==> config.mk <==
export PLATFORM = sky130hd
export DESIGN_NAME = additive_hash_linear_probe_insert
export DESIGN_NICKNAME = d
export VERILOG_FILES = /design/src/sv/ahlp_pkg.sv /design/src/sv/ahlp_ctrl.sv /design/src/sv/ahlp_dp.sv /design/src/sv/additive_hash_linear_probe_insert.sv
export SDC_FILE = /design/constraint.sdc
export NUM_CORES = 1
export LEC_CHECK = 0
export ABC_AREA = 1
export BUFFER_PORTS_ARGS = -buffer_cell sky130_fd_sc_hd__buf_4
export CAP_MARGIN = 20
export CORE_UTILIZATION = 53
export CTS_CLUSTER_SIZE = 20
export DETAILED_ROUTE_END_ITERATION = 10
export GPL_ROUTABILITY_DRIVEN = 0
export PLACE_DENSITY = 0.76
export SLEW_MARGIN = 5
export SYNTH_ARGS = -nofsm -noshare
export SYNTH_HDL_FRONTEND = slang
export SYNTH_SLANG_ARGS = --single-unit
==> constraint.sdc <==
create_clock -name i_clk -period 2.15 [get_ports i_clk]
set_input_delay 0 -clock i_clk [delete_from_list [all_inputs] [get_ports i_clk]]
set_output_delay 0 -clock i_clk [all_outputs]
set_load 0.01 [all_outputs]
==> src/sv/ahlp_pkg.sv <==
// Package for the linear-probe insert block: sizes, beat types, controller links.
// Used by every module of the block; depends on nothing.
`timescale 1ns / 1ps
`default_nettype none

package ahlp_pkg;

    localparam int SLOT_BITS   = 6;
    localparam int SLOT_COUNT  = 1 << SLOT_BITS;
    localparam int RECORD_BITS = 32;
    localparam int CHAR_BITS   = 8;
    localparam int HANDLE_BITS = 32;
    localparam int INDEX_BITS  = 6;

    typedef struct packed {
        logic [CHAR_BITS-1:0]   name_char;
        logic                   name_last;
        logic [HANDLE_BITS-1:0] record_handle;
    } t_in_beat;

    typedef struct packed {
        logic [INDEX_BITS-1:0] slot_index;
        logic                  insert_status;
    } t_out_beat;

    typedef enum logic {
        ST_STORED = 1'b0,
        ST_FULL   = 1'b1
    } t_status;

    // Commands from the controller to the datapath.
    typedef struct packed {
        logic load;     // take an accepted character beat
        logic advance;  // step the probe to the next slot
        logic store;    // write the record at the probe slot
        logic full;     // report the table full
    } t_dp_cmd;

    // Status from the datapath to the controller.
    typedef struct packed {
        logic slot_free;  // probe slot is unoccupied
        logic probe_end;  // probe is on the last slot of the round
    } t_dp_sts;

    function automatic logic [INDEX_BITS-1:0] to_index(input logic [SLOT_BITS-1:0] slot);
        logic [SLOT_BITS+INDEX_BITS-1:0] wide;
        wide = {{INDEX_BITS{1'b0}}, slot};
        return wide[INDEX_BITS-1:0];
    endfunction

    function automatic logic [RECORD_BITS-1:0] to_record(
        input logic [HANDLE_BITS-1:0] handle
    );
        logic [RECORD_BITS+HANDLE_BITS-1:0] wide;
        wide = {{RECORD_BITS{1'b0}}, handle};
        return wide[RECORD_BITS-1:0];
    endfunction

endpackage

`default_nettype wire

==> src/sv/ahlp_ctrl.sv <==
// Controller of the linear-probe insert block: idle / probe state machine.
// Depends on ahlp_pkg for the command and status structs.
`timescale 1ns / 1ps
`default_nettype none

module ahlp_ctrl (
    input  wire logic             i_clk,
    input  wire logic             i_rst_n,
    input  wire logic             start,
    input  wire logic             i_last,
    input  wire ahlp_pkg::t_dp_sts i_sts,
    output logic                  busy,
    output ahlp_pkg::t_dp_cmd     o_cmd
);

    typedef enum logic [1:0] {
        S_IDLE  = 2'b01,
        S_PROBE = 2'b10
    } t_state;

    t_state r_state;
    t_state n_state;

    always_comb begin
        n_state = r_state;
        o_cmd   = '0;
        busy    = 1'b0;
        unique case (r_state)
            S_IDLE: begin
                if (start) begin
                    o_cmd.load = 1'b1;
                    if (i_last) begin
                        n_state = S_PROBE;
                    end
                end
            end
            S_PROBE: begin
                busy = 1'b1;
                if (i_sts.slot_free) begin
                    o_cmd.store = 1'b1;
                    n_state     = S_IDLE;
                end else if (i_sts.probe_end) begin
                    o_cmd.full = 1'b1;
                    n_state    = S_IDLE;
                end else begin
                    o_cmd.advance = 1'b1;
                end
            end
            default: begin
                n_state = S_IDLE;
            end
        endcase
    end

    always_ff @(posedge i_clk) begin
        if (!i_rst_n) begin
            r_state <= S_IDLE;
        end else begin
            r_state <= n_state;
        end
    end

endmodule

`default_nettype wire

==> src/sv/ahlp_dp.sv <==
// Datapath of the linear-probe insert block: running hash, occupancy map,
// record store, probe pointer and result register. Depends on ahlp_pkg.
`timescale 1ns / 1ps
`default_nettype none

module ahlp_dp (
    input  wire logic              i_clk,
    input  wire logic              i_rst_n,
    input  wire ahlp_pkg::t_in_beat i_item,
    input  wire ahlp_pkg::t_dp_cmd  i_cmd,
    output ahlp_pkg::t_dp_sts      o_sts,
    output logic                   o_valid,
    output ahlp_pkg::t_out_beat    o_result
);

    localparam int SB = ahlp_pkg::SLOT_BITS;
    localparam int CB = ahlp_pkg::CHAR_BITS;

    logic [SB-1:0]                   r_hash;
    logic [ahlp_pkg::SLOT_COUNT-1:0] r_occ;
    logic [ahlp_pkg::RECORD_BITS-1:0] r_record [ahlp_pkg::SLOT_COUNT];
    logic [SB-1:0]                   r_probe;
    logic [SB-1:0]                   r_home;
    logic [SB-1:0]                   r_count;
    logic [ahlp_pkg::RECORD_BITS-1:0] r_handle;
    logic                            r_valid;
    ahlp_pkg::t_out_beat             r_result;

    logic [SB+CB-1:0] w_sum;
    logic [SB-1:0]    w_home;

    // Table size is a power of two, so the modulo is a truncation.
    assign w_sum  = {{CB{1'b0}}, r_hash} + {{SB{1'b0}}, i_item.name_char};
    assign w_home = w_sum[SB-1:0];

    assign o_sts.slot_free = !r_occ[r_probe];
    assign o_sts.probe_end = (r_count == SB'(ahlp_pkg::SLOT_COUNT - 1));

    always_ff @(posedge i_clk) begin
        if (!i_rst_n) begin
            r_hash  <= '0;
            r_occ   <= '0;
            r_valid <= 1'b0;
        end else begin
            r_valid <= i_cmd.store || i_cmd.full;
            if (i_cmd.load) begin
                r_hash <= i_item.name_last ? '0 : w_home;
            end
            if (i_cmd.store) begin
                r_occ[r_probe] <= 1'b1;
            end
        end
    end

    always_ff @(posedge i_clk) begin
        if (i_cmd.load && i_item.name_last) begin
            r_probe  <= w_home;
            r_home   <= w_home;
            r_count  <= '0;
            r_handle <= ahlp_pkg::to_record(i_item.record_handle);
        end else if (i_cmd.advance) begin
            r_probe <= r_probe + SB'(1);
            r_count <= r_count + SB'(1);
        end
        if (i_cmd.store) begin
            r_result.slot_index    <= ahlp_pkg::to_index(r_probe);
            r_result.insert_status <= ahlp_pkg::ST_STORED;
        end else if (i_cmd.full) begin
            r_result.slot_index    <= ahlp_pkg::to_index(r_home);
            r_result.insert_status <= ahlp_pkg::ST_FULL;
        end
    end

    always_ff @(posedge i_clk) begin
        if (i_cmd.store) begin
            r_record[r_probe] <= r_handle;
        end
    end

    assign o_valid  = r_valid;
    assign o_result = r_result;

endmodule

`default_nettype wire

==> src/sv/additive_hash_linear_probe_insert.sv <==
// A beat that is not the last character updates the hash register; busy stays low.
// A last-character beat holds busy while the probe walks from its home slot, one slot checked
// per cycle, to a free slot or the round's last slot; the result strobe shows in the cycle after
// the last probe. The next beat is taken in the cycle the strobe shows; the receiver cannot stall.
// Reset (synchronous, active low): hash to zero, all 64 occupancy bits clear at once, no sweep.
// Top level of the additive-hash linear-probe insert block; depends on ahlp_pkg.
`timescale 1ns / 1ps
`default_nettype none

module additive_hash_linear_probe_insert (
    input  wire logic               i_clk,
    input  wire logic               i_rst_n,
    input  wire logic               start,
    input  wire ahlp_pkg::t_in_beat i_item,
    output logic                    busy,
    output logic                    o_valid,
    output ahlp_pkg::t_out_beat     o_result
);

    // Controller/datapath link: commands go down, probe status comes back.
    ahlp_pkg::t_dp_cmd w_cmd;
    ahlp_pkg::t_dp_sts w_sts;

    // Sequence the beat: load the character, then walk the probe until a
    // free slot turns up or the probe reaches the last slot of its round.
    ahlp_ctrl u_ctrl (
        .i_clk   (i_clk),
        .i_rst_n (i_rst_n),
        .start   (start),
        .i_last  (i_item.name_last),
        .i_sts   (w_sts),
        .busy    (busy),
        .o_cmd   (w_cmd)
    );

    // Hold the running hash, the occupancy map and the record store; drive
    // the one-cycle result strobe from a register so it never blocks input.
    ahlp_dp u_dp (
        .i_clk    (i_clk),
        .i_rst_n  (i_rst_n),
        .i_item   (i_item),
        .i_cmd    (w_cmd),
        .o_sts    (w_sts),
        .o_valid  (o_valid),
        .o_result (o_result)
    );

endmodule

`default_nettype wire

==> impl_metrics.json <==
{
  "outcome": "complete, but fails checks",
  "violations": "setup timing",
  "crit_type": "reg2reg",
  "antenna_found_initial": 0,
  "yosysSeqAreaShare_pct": 42.4,
  "p_leak_nw": 2.39,
  "placed_cell_area_sq_um": 5410,
  "peakVddDrop_uv": 339,
  "hpwl_um": 8410,
  "drive_gt1_share_pct": 16.1,
  "syn_area_per_cell_sq_um": 7.37,
  "stdcell_area_sq_um": 6140,
  "final_antenna_net_count": 0,
  "root_buffer": "clkbuf_8",
  "path_max_fanout": 9,
  "grt_pass1_wl_um": 20600,
  "h-tree-depth": 3,
  "r2r-start": "u_dp.r_probe[0]",
  "min_from": "start",
  "via_per_inst": 5.92,
  "clock_power_share_pct": 33.3,
  "fin_skew_ns": 0.0142,
  "setup_slack_ns": -0.0531,
  "grt_remaining_overflow": 0,
  "max_stage_delay_ns": 0.49,
  "syn_area_sq_um": 5050,
  "cts_tree": "done",
  "routed_wl_um": 14700,
  "io_buffers": 18,
  "grt_pass1_vias": 4356,
  "clock_latency_ns": 0.37,
  "die_height_um": 99.6,
  "r2r_cells": 12,
  "hold_viol": 0,
  "synth_cell_types": 28,
  "start_util_pct": 54.7,
  "worstPathRequired_ns": 2.26,
  "hold_path_depth": 5,
  "total_power_mw": 3.82,
  "core_sq_um": 9240,
  "reg2reg_slack_ns": -0.05,
  "drt-pass1-iter-count": 5,
  "swShare_pct": 26.8,
  "pre_cts_slack_ns": -0.0204,
  "synth_area_leaders": "dfxtp_1, edfxtp_1, nand2_1, nand4_1, a21oi_1",
  "arrival_ns": 2.31,
  "drv_slew": 0,
  "worst_slew_pin_slew_ns": 0.489,
  "period_needed_ns": 2.20,
  "hold_class": "in2reg",
  "synth.net_count": 737,
  "die_x_um": 99.6,
  "drc": 0,
  "setup_viol": 7,
  "fin_crit_sh_pct": 102,
  "r2r_end": "u_dp.o_result[4]",
  "finalSetupTns_ns": -0.0833,
  "worst_slew_margin_rel_pct": 67.1,
  "design.die.area_sq_um": 9920,
  "fmax_ghz": 0.454,
  "cts-buffers-inserted": 9,
  "synth.top_cell.area_share_pct": 31.7,
  "grt_max_degree": 65,
  "n_antenna_cell": 0,
  "cts.clk_slew.worst_paths_ns": 0.09,
  "cpMaxStageDelayCell": "edfxtp_1",
  "yosys_register_bits": 98,
  "synth_top_area_cell": "dfxtp_1",
  "endpoint_kind": "register",
  "drt_iter0_drc": 710,
  "internal_power_mw": 2.80,
  "num-fill-cells": 713,
  "start_kind": "register",
  "num_rows": 35,
  "startpoint": "u_dp.r_probe[0]",
  "io_pins": 53,
  "vias": 5105,
  "crit_path_frequent_cell": "nand2_1",
  "area_growth_pct": 21.6,
  "stdcell_count": 863,
  "wl_per_cell_um": 17.0,
  "layout.nets": 781,
  "cap_viol_max_count": 0,
  "syn_inst": 685,
  "power_density_nw_per_um2": 623,
  "power.switching_mw": 1.03,
  "worst_hold_path.endpoint": "u_dp.r_count[0]",
  "clk_path_buf_depth": 2,
  "yosys_warnings": 0,
  "grt_usage_pct": 26.2,
  "rsz0062_at_grt": "true",
  "dp_cells": 826,
  "clock-sinks": 98,
  "seqPwrFrac_pct": 50.3,
  "comb_power_share_pct": 16.5,
  "worstPathCellList": "clkinv_4, clkbuf_16, nand2_1, nand3_1, nand2_1, o21ai_1, nand2_1, nor2_4, nand2_4, buf_6, nand4_1, o21ai_1"
}
-- worst max-delay path, delay by kind of cell (launching register included) --
family,cells,cell delay [ns]
buf+inv,3,0.46
compound gates,2,0.25
simple gates,7,0.75
flops,1,0.49
-- layout by cell type (no fill, tap or decap), types with 7 or more instances in the layout --
master / instances
dfxtp_1: 80
buf_4: 41
ha_1: 7
xor2_1: 7
o21ai_1: 9
o21ai_0: 12
clkbuf_8: 10
edfxtp_1: 18
nand2_1: 120
inv_1: 87
nand3_1: 38
nand4_1: 73
nand2_2: 8
clkbuf_16: 11
nor2_1: 68
buf_12: 10
a21oi_1: 77
-- power by group through the flow --
stage	clock network [mW]	logic, mW	registers [mW]
2_1_floorplan	0	0.327	1.96
3_3_place_gp	0	0.455	1.96
3_5_place_dp	0	0.464	1.96
4_1_cts	1.27	0.471	1.92
5_1_grt	1.34	0.664	1.93
6_report	1.27	0.630	1.92
-- cells in the mapped netlist (all sizes together) --
library cell,number
ha,7
nand4,73
clkbuf,13
nand2,133
edfxtp,18
inv,91
xor2,7
dfxtp,80
fa,1
buf,26
o211ai,1
a21boi,1
xnor2,5
nor2,74
o21ai,24
nor3,5
nand3,45
o22a,1
a21oi,80
-- sequential cells by signal, indices dropped and copies added (netlist names) --
signal          cells
u_dp.o_result       7
u_dp.r_hash         6
u_ctrl.r_state      2
u_dp.r_count        6
u_dp.o_valid        1
u_dp.r_home         6
u_dp.r_probe        6
u_dp.r_occ         64
-- routing by layer --
metal	GRT usage [%]	share of wire [%]	up-vias
met5	0	0	-
met4	11.5	3.3	0
met3	4.01	10	52
met2	41.6	46	327
met1	35.3	41	2364
li1	-	-	2362
-- metrics by stage --
step,util (%),hold WS [ns]
after floorplan,-,0.0895
after global placement,58.6,0.235
after detailed placement,58.6,0.248
after CTS,61.2,0.129
after global routing,66.4,0.162
final,66.4,0.139
-- how the worst max path moves through the flow --
stage,to
after floorplan,u_dp.r_probe[0]
after global placement,u_dp.r_probe[0]
after detailed placement,u_dp.o_valid
after CTS,u_dp.o_result[4]
after global routing,u_dp.r_occ[2]
final,u_dp.o_result[4]
-- layout make-up --
type	count	area [sq um]	area share (%)
Clock buffer	14	174	2.83
Clock inverter	2	35.0	0.571
Inverter	91	347	5.65
Multi-Input combinational cell	457	2400	39.2
Sequential cell	98	2140	34.9
Tap cell	129	161	2.63
Timing Repair Buffer	72	876	14.3
-- what timing repair did --
action,CTS,global route
gates cloned,0,14
endpoints found under the setup margin,2,89
resized for setup,1,40
hold buffers,3,0
pin swaps,1,20
buffers inserted,0,5
hold endpoints to repair,10,0
-- logic make-up after synthesis --
group	after synthesis	synth area share [%]
flops	98	42.4
buf+inv	130	12.5
fa+ha+maj	8	2.13
xor+xnor	12	2.08
compound gates	107	10.8
simple gates	330	30.1
Note: power is estimated with default switching activity, not from simulation.
